===== src/rtl/fpwb_pkg.sv =====
// Shared types and constants for the fuse PROM word burner.
package fpwb_pkg;

  // Sequencer states
  typedef enum logic [2:0] {
    ST_IDLE,
    ST_CHECK,
    ST_NORMAL,
    ST_FORCED,
    ST_FIX
  } state_t;

  // Phase codes shown on burn_phase
  localparam logic [1:0] PH_IDLE   = 2'd0;
  localparam logic [1:0] PH_NORMAL = 2'd1;
  localparam logic [1:0] PH_FORCED = 2'd2;
  localparam logic [1:0] PH_FIX    = 2'd3;

  // Configuration port geometry
  localparam int CFG_IDX_W  = 3;
  localparam int CFG_DATA_W = 20;

  // Register indexes
  localparam logic [CFG_IDX_W-1:0] CFG_SLOTS_PER_CYCLE   = 3'd0;
  localparam logic [CFG_IDX_W-1:0] CFG_NORMAL_CYCLES     = 3'd1;
  localparam logic [CFG_IDX_W-1:0] CFG_NORMAL_SLOT_TICKS = 3'd2;
  localparam logic [CFG_IDX_W-1:0] CFG_FORCED_CYCLES     = 3'd3;
  localparam logic [CFG_IDX_W-1:0] CFG_FORCED_SLOT_TICKS = 3'd4;
  localparam logic [CFG_IDX_W-1:0] CFG_FIX_CYCLES        = 3'd5;
  localparam logic [CFG_IDX_W-1:0] CFG_FIX_SLOT_TICKS    = 3'd6;

  // Register reset values
  localparam logic [7:0]  RST_SLOTS_PER_CYCLE   = 8'd20;
  localparam logic [15:0] RST_NORMAL_CYCLES     = 16'd4000;
  localparam logic [19:0] RST_NORMAL_SLOT_TICKS = 20'd50;
  localparam logic [15:0] RST_FORCED_CYCLES     = 16'd100;
  localparam logic [19:0] RST_FORCED_SLOT_TICKS = 20'd10000;
  localparam logic [15:0] RST_FIX_CYCLES        = 16'd4;
  localparam logic [19:0] RST_FIX_SLOT_TICKS    = 20'd50;

  // Timing configuration as seen by the sequencer
  typedef struct packed {
    logic [7:0]  slots_per_cycle;
    logic [15:0] normal_cycles;
    logic [19:0] normal_slot_ticks;
    logic [15:0] forced_cycles;
    logic [19:0] forced_slot_ticks;
    logic [15:0] fix_cycles;
    logic [19:0] fix_slot_ticks;
  } cfg_t;

  // Drive and status flags of one result item
  typedef struct packed {
    logic       result_status;
    logic       done_res;
    logic       busy_res;
    logic [1:0] burn_phase;
    logic       burn_enable;
    logic       high_voltage_on;
    logic       select_active;
  } flags_t;

endpackage


===== src/rtl/fpwb_cfg_regs.sv =====
// Configuration register file of the fuse PROM word burner.
module fpwb_cfg_regs (
  input  logic                            clk,
  input  logic                            rst_n,
  input  logic                            cfg_we,
  input  logic [fpwb_pkg::CFG_IDX_W-1:0]  cfg_index,
  input  logic [fpwb_pkg::CFG_DATA_W-1:0] cfg_wdata,
  output fpwb_pkg::cfg_t                  cfg
);
  import fpwb_pkg::*;

  cfg_t cfg_r, cfg_nxt;

  // Register write decode; unknown indexes are dropped
  always_comb begin
    cfg_nxt = cfg_r;
    if (cfg_we) begin
      unique case (cfg_index)
        CFG_SLOTS_PER_CYCLE:   cfg_nxt.slots_per_cycle   = cfg_wdata[7:0];
        CFG_NORMAL_CYCLES:     cfg_nxt.normal_cycles     = cfg_wdata[15:0];
        CFG_NORMAL_SLOT_TICKS: cfg_nxt.normal_slot_ticks = cfg_wdata[19:0];
        CFG_FORCED_CYCLES:     cfg_nxt.forced_cycles     = cfg_wdata[15:0];
        CFG_FORCED_SLOT_TICKS: cfg_nxt.forced_slot_ticks = cfg_wdata[19:0];
        CFG_FIX_CYCLES:        cfg_nxt.fix_cycles        = cfg_wdata[15:0];
        CFG_FIX_SLOT_TICKS:    cfg_nxt.fix_slot_ticks    = cfg_wdata[19:0];
        default: ;
      endcase
    end
  end

  always_ff @(posedge clk) begin
    if (!rst_n) begin
      cfg_r.slots_per_cycle   <= RST_SLOTS_PER_CYCLE;
      cfg_r.normal_cycles     <= RST_NORMAL_CYCLES;
      cfg_r.normal_slot_ticks <= RST_NORMAL_SLOT_TICKS;
      cfg_r.forced_cycles     <= RST_FORCED_CYCLES;
      cfg_r.forced_slot_ticks <= RST_FORCED_SLOT_TICKS;
      cfg_r.fix_cycles        <= RST_FIX_CYCLES;
      cfg_r.fix_slot_ticks    <= RST_FIX_SLOT_TICKS;
    end else begin
      cfg_r <= cfg_nxt;
    end
  end

  assign cfg = cfg_r;

endmodule


===== src/rtl/fpwb_seq.sv =====
// Burn sequencer: job state, bit/cycle/slot/tick counters and drive flags.
module fpwb_seq #(
  parameter int ADDR_BITS = 8,
  parameter int WORD_BITS = 4,
  parameter int BIT_IDX_W = 2
) (
  input  logic                 clk,
  input  logic                 rst_n,
  input  logic                 step,
  input  logic                 req_type,
  input  logic [ADDR_BITS-1:0] word_address,
  input  logic [WORD_BITS-1:0] word_data,
  input  logic [WORD_BITS-1:0] fuse_sense,
  input  fpwb_pkg::cfg_t       cfg,
  output logic [ADDR_BITS-1:0] address_nxt,
  output logic [BIT_IDX_W-1:0] burn_bit_nxt,
  output fpwb_pkg::flags_t     flags_nxt
);
  import fpwb_pkg::*;

  localparam int BIT_CNT_W = BIT_IDX_W + 1;
  localparam logic [BIT_CNT_W-1:0] WORD_LAST = BIT_CNT_W'(WORD_BITS);

  state_t               st_r, st_nxt;
  logic [ADDR_BITS-1:0] addr_r, addr_nxt;
  logic [WORD_BITS-1:0] data_r, data_nxt;
  logic [BIT_IDX_W-1:0] bit_r, bit_nxt;
  logic [15:0]          cyc_r, cyc_nxt;
  logic [7:0]           slot_r, slot_nxt;
  logic [19:0]          tick_r, tick_nxt;
  logic                 done_nxt, status_nxt;

  logic [20:0]          tick_inc;
  logic [8:0]           slot_inc;
  logic [15:0]          cyc_inc;
  logic [19:0]          slot_ticks;
  logic                 blown, wanted, last_bit;

  assign tick_inc = {1'b0, tick_r} + 21'd1;
  assign slot_inc = {1'b0, slot_r} + 9'd1;
  assign cyc_inc  = cyc_r + 16'd1;
  assign blown    = fuse_sense[bit_r];
  assign wanted   = data_r[bit_r];
  assign last_bit = ({1'b0, bit_r} + BIT_CNT_W'(1)) >= WORD_LAST;

  // Slot length of the current burn phase
  always_comb begin
    unique case (st_r)
      ST_NORMAL: slot_ticks = cfg.normal_slot_ticks;
      ST_FORCED: slot_ticks = cfg.forced_slot_ticks;
      default:   slot_ticks = cfg.fix_slot_ticks;
    endcase
  end

  // Next state: first find the event of this item, then act on it
  always_comb begin : next_state
    logic ev_finish, ev_blown, ev_forced, ev_fail, ev_normal;
    ev_finish  = 1'b0;
    ev_blown   = 1'b0;
    ev_forced  = 1'b0;
    ev_fail    = 1'b0;
    ev_normal  = 1'b0;
    st_nxt     = st_r;
    addr_nxt   = addr_r;
    data_nxt   = data_r;
    bit_nxt    = bit_r;
    cyc_nxt    = cyc_r;
    slot_nxt   = slot_r;
    tick_nxt   = tick_r;
    done_nxt   = 1'b0;
    status_nxt = 1'b0;

    if (step) begin
      unique case (st_r)
        ST_IDLE: begin
          // start latches the job; a tick does nothing
          if (req_type) begin
            addr_nxt = word_address;
            data_nxt = word_data;
            bit_nxt  = '0;
            st_nxt   = ST_CHECK;
          end
        end
        ST_CHECK: begin
          if (!req_type) begin
            if (!wanted || blown)           ev_finish = 1'b1;
            else if (cfg.normal_cycles != '0) ev_normal = 1'b1;
            else                            ev_forced = 1'b1;
          end
        end
        ST_NORMAL, ST_FORCED, ST_FIX: begin
          if (!req_type) begin
            tick_nxt = tick_inc[19:0];
            // end of slot (zero length acts as one)
            if (tick_inc >= {1'b0, slot_ticks}) begin
              tick_nxt = '0;
              slot_nxt = slot_inc[7:0];
              // end of cycle: check the sensed bit in the normal and forced phases
              if (slot_inc >= {1'b0, cfg.slots_per_cycle}) begin
                slot_nxt = '0;
                cyc_nxt  = cyc_inc;
                if (st_r == ST_NORMAL) begin
                  if (blown)                             ev_blown  = 1'b1;
                  else if (cyc_inc >= cfg.normal_cycles) ev_forced = 1'b1;
                end else if (st_r == ST_FORCED) begin
                  if (blown)                             ev_blown  = 1'b1;
                  else if (cyc_inc >= cfg.forced_cycles) ev_fail   = 1'b1;
                end else if (cyc_inc >= cfg.fix_cycles) begin
                  ev_finish = 1'b1;
                end
              end
            end
          end
        end
        default: ;
      endcase
    end

    // Bit blown: fix run, or straight to bit done (next bit or job ok)
    if (ev_blown) begin
      if (cfg.fix_cycles != '0) begin
        st_nxt   = ST_FIX;
        cyc_nxt  = '0;
        slot_nxt = '0;
        tick_nxt = '0;
      end else begin
        ev_finish = 1'b1;
      end
    end

    // Normal phase exhausted or skipped: forced phase, or fail at once
    if (ev_forced) begin
      if (cfg.forced_cycles != '0) begin
        st_nxt   = ST_FORCED;
        cyc_nxt  = '0;
        slot_nxt = '0;
        tick_nxt = '0;
      end else begin
        ev_fail = 1'b1;
      end
    end

    if (ev_normal) begin
      st_nxt   = ST_NORMAL;
      cyc_nxt  = '0;
      slot_nxt = '0;
      tick_nxt = '0;
    end

    // Bit done: next bit or job ok
    if (ev_finish) begin
      if (last_bit) begin
        st_nxt   = ST_IDLE;
        done_nxt = 1'b1;
      end else begin
        bit_nxt = bit_r + BIT_IDX_W'(1);
        st_nxt  = ST_CHECK;
      end
    end

    if (ev_fail) begin
      st_nxt     = ST_IDLE;
      done_nxt   = 1'b1;
      status_nxt = 1'b1;
    end
  end

  // Drive flags as they stand after this item
  always_comb begin
    flags_nxt.select_active   = (st_nxt != ST_IDLE);
    flags_nxt.busy_res        = (st_nxt != ST_IDLE);
    flags_nxt.high_voltage_on = 1'b0;
    flags_nxt.burn_phase      = PH_IDLE;
    unique case (st_nxt)
      ST_NORMAL: flags_nxt.burn_phase = PH_NORMAL;
      ST_FORCED: flags_nxt.burn_phase = PH_FORCED;
      ST_FIX:    flags_nxt.burn_phase = PH_FIX;
      default:   flags_nxt.burn_phase = PH_IDLE;
    endcase
    if ((st_nxt == ST_NORMAL || st_nxt == ST_FORCED || st_nxt == ST_FIX) &&
        slot_nxt == '0) begin
      flags_nxt.high_voltage_on = 1'b1;
    end
    flags_nxt.burn_enable   = flags_nxt.high_voltage_on;
    flags_nxt.done_res      = done_nxt;
    flags_nxt.result_status = status_nxt;
  end

  assign address_nxt  = addr_nxt;
  assign burn_bit_nxt = bit_nxt;

  always_ff @(posedge clk) begin
    if (!rst_n) begin
      st_r   <= ST_IDLE;
      addr_r <= '0;
      data_r <= '0;
      bit_r  <= '0;
      cyc_r  <= '0;
      slot_r <= '0;
      tick_r <= '0;
    end else begin
      st_r   <= st_nxt;
      addr_r <= addr_nxt;
      data_r <= data_nxt;
      bit_r  <= bit_nxt;
      cyc_r  <= cyc_nxt;
      slot_r <= slot_nxt;
      tick_r <= tick_nxt;
    end
  end

endmodule


===== src/rtl/fuse_prom_word_burner_core.sv =====
// Top level of the fuse PROM word burner: input register, sequencer, result register.
//
// Usage: every input item is either a timebase tick (in_tuser = 0) carrying the
// sensed fuse bits, or a start request (in_tuser = 1) carrying address and data.
// Each accepted item yields exactly one result item on the out_ channel, which
// shows the PROM drive (address, select, supply, fuse driver, bit, phase) as it
// stands after that item, plus done and status on the item that ends a job.
// Timing registers are written over the cfg_ port; the user must write them only
// while the block is idle, as the block itself does not enforce it.
// Each item is held in the input register, then its result in the result register.
// Throughput: one item per clock unless out_tready stalls the result; the sequencer
// updates its job state and all counters as an item passes between the registers.
// Stalls: when out_tready is low the result register holds; an empty input
// register still takes one item, then in_tready follows out_tready until the
// waiting result is taken.
// Reset (rst_n low, synchronous): both registers empty, job idle, address and
// data cleared, timing registers back to their defaults.
module fuse_prom_word_burner_core #(
  parameter int ADDR_BITS = 8,
  parameter int WORD_BITS = 4
) (
  input  logic                            clk,
  input  logic                            rst_n,
  // in_tdata: word_address, word_data, fuse_sense (from bit 0 up)
  input  logic                            in_tvalid,
  output logic                            in_tready,
  input  logic [((ADDR_BITS + 2 * WORD_BITS + 7) / 8) * 8 - 1:0] in_tdata,
  // in_tuser: req_type
  input  logic                            in_tuser,
  output logic                            out_tvalid,
  input  logic                            out_tready,
  // out_tdata: address_drive, select_active, high_voltage_on, burn_enable,
  //            burn_bit, burn_phase, busy_res, done_res, result_status
  output logic [((ADDR_BITS + ((WORD_BITS > 1) ? $clog2(WORD_BITS) : 1) + 15) / 8) * 8 - 1:0]
                                          out_tdata,
  input  logic                            cfg_we,
  input  logic [fpwb_pkg::CFG_IDX_W-1:0]  cfg_index,
  input  logic [fpwb_pkg::CFG_DATA_W-1:0] cfg_wdata
);
  import fpwb_pkg::*;

  localparam int BIT_IDX_W = (WORD_BITS > 1) ? $clog2(WORD_BITS) : 1;
  localparam int OUT_FW    = ADDR_BITS + BIT_IDX_W + 8;
  localparam int OUT_DW    = ((OUT_FW + 7) / 8) * 8;

  cfg_t                 cfg;
  logic                 advance, step;

  logic                 in_valid_r, in_valid_nxt;
  logic                 in_req_r;
  logic [ADDR_BITS-1:0] in_addr_r;
  logic [WORD_BITS-1:0] in_data_r, in_sense_r;

  logic                 out_valid_r, out_valid_nxt;
  logic [OUT_DW-1:0]    out_data_r;

  logic [ADDR_BITS-1:0] address_nxt;
  logic [BIT_IDX_W-1:0] burn_bit_nxt;
  flags_t               flags_nxt;

  fpwb_cfg_regs u_cfg (
    .clk       (clk),
    .rst_n     (rst_n),
    .cfg_we    (cfg_we),
    .cfg_index (cfg_index),
    .cfg_wdata (cfg_wdata),
    .cfg       (cfg)
  );

  // Pipeline moves when the result register is free or being drained
  assign advance   = !out_valid_r || out_tready;
  assign step      = in_valid_r && advance;
  assign in_tready = !in_valid_r || advance;

  assign in_valid_nxt  = (in_tvalid && in_tready) || (in_valid_r && !advance);
  assign out_valid_nxt = advance ? in_valid_r : out_valid_r;

  // Input register
  always_ff @(posedge clk) begin
    if (!rst_n) begin
      in_valid_r <= 1'b0;
    end else begin
      in_valid_r <= in_valid_nxt;
    end
  end

  always_ff @(posedge clk) begin
    if (in_tvalid && in_tready) begin
      in_req_r   <= in_tuser;
      in_addr_r  <= in_tdata[ADDR_BITS-1:0];
      in_data_r  <= in_tdata[ADDR_BITS +: WORD_BITS];
      in_sense_r <= in_tdata[ADDR_BITS+WORD_BITS +: WORD_BITS];
    end
  end

  fpwb_seq #(
    .ADDR_BITS (ADDR_BITS),
    .WORD_BITS (WORD_BITS),
    .BIT_IDX_W (BIT_IDX_W)
  ) u_seq (
    .clk          (clk),
    .rst_n        (rst_n),
    .step         (step),
    .req_type     (in_req_r),
    .word_address (in_addr_r),
    .word_data    (in_data_r),
    .fuse_sense   (in_sense_r),
    .cfg          (cfg),
    .address_nxt  (address_nxt),
    .burn_bit_nxt (burn_bit_nxt),
    .flags_nxt    (flags_nxt)
  );

  // Result register
  always_ff @(posedge clk) begin
    if (!rst_n) begin
      out_valid_r <= 1'b0;
    end else begin
      out_valid_r <= out_valid_nxt;
    end
  end

  always_ff @(posedge clk) begin
    if (step) begin
      out_data_r <= OUT_DW'({flags_nxt.result_status, flags_nxt.done_res,
                             flags_nxt.busy_res, flags_nxt.burn_phase, burn_bit_nxt,
                             flags_nxt.burn_enable, flags_nxt.high_voltage_on,
                             flags_nxt.select_active, address_nxt});
    end
  end

  assign out_tvalid = out_valid_r;
  assign out_tdata  = out_data_r;

endmodule


===== config.mk =====
export PLATFORM = sky130hd
export DESIGN_NAME = fuse_prom_word_burner_core
export DESIGN_NICKNAME = d
export VERILOG_FILES = /design/src/rtl/fpwb_pkg.sv /design/src/rtl/fpwb_cfg_regs.sv /design/src/rtl/fpwb_seq.sv /design/src/rtl/fuse_prom_word_burner_core.sv
export SDC_FILE = /design/constraint.sdc
export NUM_CORES = 1
export LEC_CHECK = 0
export BUFFER_PORTS_ARGS = -buffer_cell sky130_fd_sc_hd__buf_4
export CAP_MARGIN = 25
export CORE_MARGIN = 2
export CORE_UTILIZATION = 47
export DETAILED_ROUTE_END_ITERATION = 8
export PLACE_DENSITY = 0.65
export SLEW_MARGIN = 15
export SYNTH_ARGS = -nofsm -noshare
export SYNTH_HDL_FRONTEND = slang
export SYNTH_SLANG_ARGS = --single-unit

===== constraint.sdc =====
create_clock -name clk -period 4.1 [get_ports clk]
set_input_delay 0.205 -clock clk [delete_from_list [all_inputs] [get_ports clk]]
set_output_delay 0.205 -clock clk [all_outputs]
set_load 0.01 [all_outputs]

# Word level (Yosys, flattened, before mapping)

Index checks and enable logic that the tools add are counted.

Flip-flop bits (word level): 214
RAM bits: 0
Logic and storage cells: 182
Memory bits (read-only): 0
Input bits: 45
Memories kept: 0
Bits in latches: 0

Bitwise gates (word level): 1
Shift operators: 0
Equal/unequal tests: 13
Add/sub/neg operators: 5
Reductions and logical operators: 31
Div/mod/pow operators: 0
Magnitude comparators: 7
$mul: 0
Multiplexer cells: 103

Operators with widths:

| cell                                                | count |
|---|---|
| two-way mux 20 bit                                  | 8 |
| two-way mux 16 bit                                  | 9 |
| two-way mux 8 bit                                   | 13 |
| two-way mux 1 bit                                   | 52 |
| >= comparator 16 bit                                | 3 |
| nonzero test 16 bit                                 | 3 |
| one-hot mux 20 bit (2 select lines)                 | 1 |
| two-way mux 3 bit                                   | 10 |
| adder 20 x 1 -> 21 bit, second input constant       | 1 |
| >= comparator 21 x 20 -> 1 bit                      | 1 |
| equality test 3 x 2 -> 1 bit, second input constant | 6 |
| adder 16 x 1 -> 16 bit, second input constant       | 1 |
| equality test 3 bit, second input constant          | 5 |
| AND reduction 2 bit                                 | 7 |
| two-way mux 2 bit                                   | 5 |
| adder 8 x 1 -> 9 bit, second input constant         | 1 |
| >= comparator 9 x 8 -> 1 bit                        | 1 |
| zero test 8 bit                                     | 1 |
| equality test 3 x 1 -> 1 bit, second input constant | 2 |
| zero test 3 bit                                     | 2 |
| logical OR 1 bit                                    | 6 |
| one-hot mux 2 bit (3 select lines)                  | 1 |
| binary-select mux 1 bit (select 2 bit)              | 2 |
| logical AND 1 bit                                   | 4 |
| other kinds (11)                                    | 15 |

# Longest topological paths before layout

Word-level depth: 21
Depth in mapped cells: 20

# Hierarchy

From an unflattened synthesis, not the netlist that was laid out.

Cell total of the unflattened synthesis: 1221
Area, all modules: 11412.2 um^2

By module, submodules not included:

| module                     | times used | cells each | area each (um^2) |
|---|---|---|---|
| fpwb_seq                   | 1          | 748        | 5809.3 |
| fpwb_cfg_regs              | 1          | 422        | 4399.2 |
| fuse_prom_word_burner_core | 1          | 51         | 1203.7 |

# Worst setup path before layout

No wires, ideal clock.

Kind: reg2reg
From: register u_seq.tick_r[2]
To: register out_data_r[10] (netlist: out_tdata[10]), data pin
Data arrival time: 3.932 ns
Data required time: 3.942 ns
Slack: 0.010 ns
Cell stages (with the launch flop): 21
Clock period less this slack: 4.090 ns
Library setup time: 0.158 ns
Path through: dfxtp_1 nand3_2 nor2_1 and3_1 clkbuf_1 and3_1 and3_1 buf_2 nand3_1 xnor2_1 ha_1 nand3_1 nor4_1 nand2_1 o21ai_0 o21ai_0 clkbuf_1 a21oi_1 nor2_1 o31a_1 a211oi_2

RTL lines:

| element                | line                              | RTL |
|---|---|---|
| start, declared        | fpwb_seq.sv:30                    | `logic [19:0] tick_r, tick_nxt;` |
| start signal, assigned | fpwb_seq.sv:208                   | `tick_r <= tick_nxt;` |
| end signal, assigned   | fuse_prom_word_burner_core.sv:125 | `out_data_r <= OUT_DW'({flags_nxt.result_status, flags_nxt.done_res,` |
| end, declared          | fuse_prom_word_burner_core.sv:55  | `logic [OUT_DW-1:0] out_data_r;` |

==> out/summary.txt <==
outcome -> finished, final reports clean
DRC violation count after routing -> 0
GR Overflow Total -> 0
sequential area share after synthesis -> 0.408
drt via density -> 5.32
reg2reg end -> out_tdata[10]$_DFFE_PP_
final setup fails -> 0
Die Area -> 25,100 sq um
initial antenna violation count -> 0
H-tree levels -> 1
share of cells above drive strength 1 -> 0.149
Routed WL per cell -> 16.3 um
synthesized instance count -> 1,311
max_cap viols -> 0
TritonCTS Buffers -> 24
Die Y -> 159 um
Die W -> 159 um
critical path fanouts, max -> 4
commonest non-fill, non-tap cell in the layout -> nand2_1
CP Launch Type -> register
placer congestion estimate -> 0.871
top-area cell type share of the netlist area -> 0.319
Hold Violations, Final -> 0
largest net degree at the start of global routing -> 103
Iter 0 DRT Violations -> 559
Initial Utilization -> 0.478
CTS tree -> done
post-route antenna net violation count -> 0
min-delay src -> cfg_wdata[5]
Slew headroom -> 0.324
Detailed Place HPWL -> 19,300 um
total of warnings raised by yosys -> 0
synth top area cells -> dfxtp_1 (32%), nand2_1 (9.6%), ha_1 (8.9%)
Ports -> 71
Final Net Count -> 1,542
first-pass GRT wire length -> 44,900 um
Placed Area -> 12,100 sq um
Core Box Area -> 23,500 sq um
Reg clk slew, reported paths -> 0.06 ns
overall via count from detail_route -> 9,318
IO buf count -> 64
crit path capture -> out_tdata[10]$_DFFE_PP_
drt first pass iters -> 5
Design Area, Final -> 13,600 sq um
Worst Tran Pin Value -> 1.01 ns
Leak Pwr -> 5.61 nW
Ant. Diodes -> 0
GRT Total Usage -> 0.224
CP required -> 4.46 ns
WHS -> 0.0198 ns
total power draw -> 0.00476 W
Root Buffer -> clkbuf_16
clk_skew -> 0.00871 ns
Pins Over Slew Limit -> 0
reg-to-reg slack, setup -> 0.11 ns
final worst path period share -> 0.973
Layout area overhead -> 21.4%
Worst-Skew Late Latency -> 0.52 ns
CTS Buffer Depth -> 3
worst r2r src -> u_seq.cyc_r[0]$_SDFF_PP0_
Synth Area per Inst -> 8.56 sq um
fin crit period -> 3.99 ns
Synth Cell Area -> 11,200 sq um
Reg2Reg Depth -> 19
Post-synth EDFFs -> 33
Hold Path Class -> primary input to register
register bit total from synthesis -> 212
cell count of the worst hold path -> 3
post-synth top area cell -> dfxtp_1
VDD IR max -> 0.309 mV
Worst Path Arrival -> 4.35 ns
pwr dens -> 349 nW/um^2
Post-synth ARST share -> 0
start point of the critical path -> u_seq.cyc_r[0]$_SDFF_PP0_
critical path endpoint category -> register
most frequent cells in the layout -> nand2_1 (284), dfxtp_1 (176), buf_4 (102)
Crit Path Category -> register to register
num rows -> 56
final WL -> 28,600 um
Main synth FF type -> dfxtp_1
unique cell type count in the Yosys netlist -> 66
Clock Sinks -> 212
vias in the first global route -> 8,792
Max Clock Freq -> 0.251 GHz
[routing by layer]
| metal | part of all wire | global-route usage |
|---|---|---|
| met5 | 0 | 0 |
| met4 | 0.020 | 0.0652 |
| met3 | 0.058 | 0.0278 |
| met2 | 0.46 | 0.362 |
| met1 | 0.46 | 0.315 |
[worst min path at each step]
stage / slack (ns) / end
finish: 0.02 / u_cfg.cfg[77]$_SDFFE_PN1P_
detailed placement: 0.38 / in_sense_r[3]$_DFFE_PP_
floorplan: 0.30 / in_addr_r[0]$_DFFE_PP_
CTS: 0.0004 / u_cfg.cfg[77]$_SDFFE_PN1P_
global route: 0.01 / u_cfg.cfg[44]$_SDFFE_PN1P_
global placement: 0.38 / in_sense_r[1]$_DFFE_PP_
[where the power goes]
part,switching [W],total [W],internal (W)
Sequential,0.0000237,0.00219,0.00216
Combinational,0.000176,0.000320,0.000144
Clock,0.000861,0.00225,0.00139
Total,0.00106,0.00476,0.00370
[what timing repair did]
item / in CTS / in global routing
pin swaps: 1 / 13
endpoints found under the setup margin: 2 / 55
endpoints found under the hold margin: 64 / 0
cloned: 0 / 3
hold buffers: 32 / 0
setup buffers: 0 / 4
resized for setup: 3 / 45
[worst max-delay path, stage by stage (launching register included)]
cell	delay [ns]
dfxtp_2	0.34
and3_4	0.18
and3_4	0.18
and3_4	0.18
and3_4	0.20
and3_4	0.20
and3_4	0.22
nand3_2	0.10
xnor2_2	0.25
ha_4	0.25
a2111oi_4	0.36
o221ai_1	0.17
o211ai_1	0.12
o31ai_2	0.11
nand2_1	0.09
o22ai_2	0.09
a22oi_4	0.21
inv_1	0.07
a311o_1	0.29
a211oi_2	0.19
[flip-flops by register name, indices dropped and copies added, names as in the netlist, 8 cells and up]
name / flops
in_addr_r: 8
out_tdata: 16
u_cfg.cfg: 116
u_seq.addr_r: 8
u_seq.cyc_r: 16
u_seq.slot_r: 8
u_seq.tick_r: 20
[cell usage after synthesis (all sizes together), types with 3 or more instances]
cell type	number
xor2	41
nand2	287
a21boi	94
o21ai	29
o22ai	3
nor3	8
mux2i	28
nor2b	16
mux2	8
nor3b	4
ha	80
nand4	12
nand3b	10
edfxtp	33
or2	3
a21o	11
o31ai	3
xnor2	15
nor4	13
inv	62
dfxtp	179
a22oi	6
nand2b	10
and2	16
a211oi	4
clkbuf	53
a21oi	69
a31oi	6
and3	23
o21a	3
nor2	80
buf	16
o211ai	16
nand3	45
[final cells by class]
cell class | count | area (sq um)
Tap cell | 319 | 399
Fill cell | 2092 | 9850
Sequential cell | 212 | 4580
Inverter | 62 | 233
Timing Repair Buffer | 144 | 1250
Multi-Input combinational cell | 973 | 6330
Clock buffer | 34 | 709
Clock inverter | 8 | 126
[through the flow]
step / instances / TNS, ns / setup WS [ns] / utilization
after floorplan: 1316 / 0 / 0.0101 / -
after global placement: 1670 / 0 / 0.0718 / 0.517
after detailed placement: 1670 / 0 / 0.0160 / 0.517
after CTS: 1744 / 0 / 0.00181 / 0.567
after global routing: 1752 / -0.371 / -0.152 / 0.580
final: 1752 / 0 / 0.110 / 0.580
[kinds of logic (layout without fill, tap and decap cells)]
logic type | Yosys count | count (layout) | share of synthesized area
AO/OA/AOI/OAI | 259 | 259 | 0.158
AND/OR/NAND/NOR | 534 | 534 | 0.216
multiplexers | 38 | 38 | 0.0370
adder cells (fa/ha/maj) | 80 | 80 | 0.0892
flip-flops | 212 | 212 | 0.408
other | 1 | 6 | 0.000334
XOR/XNOR | 56 | 56 | 0.0437
buffers and inverters | 131 | 248 | 0.0482
Power figures use the tool's default switching activity.
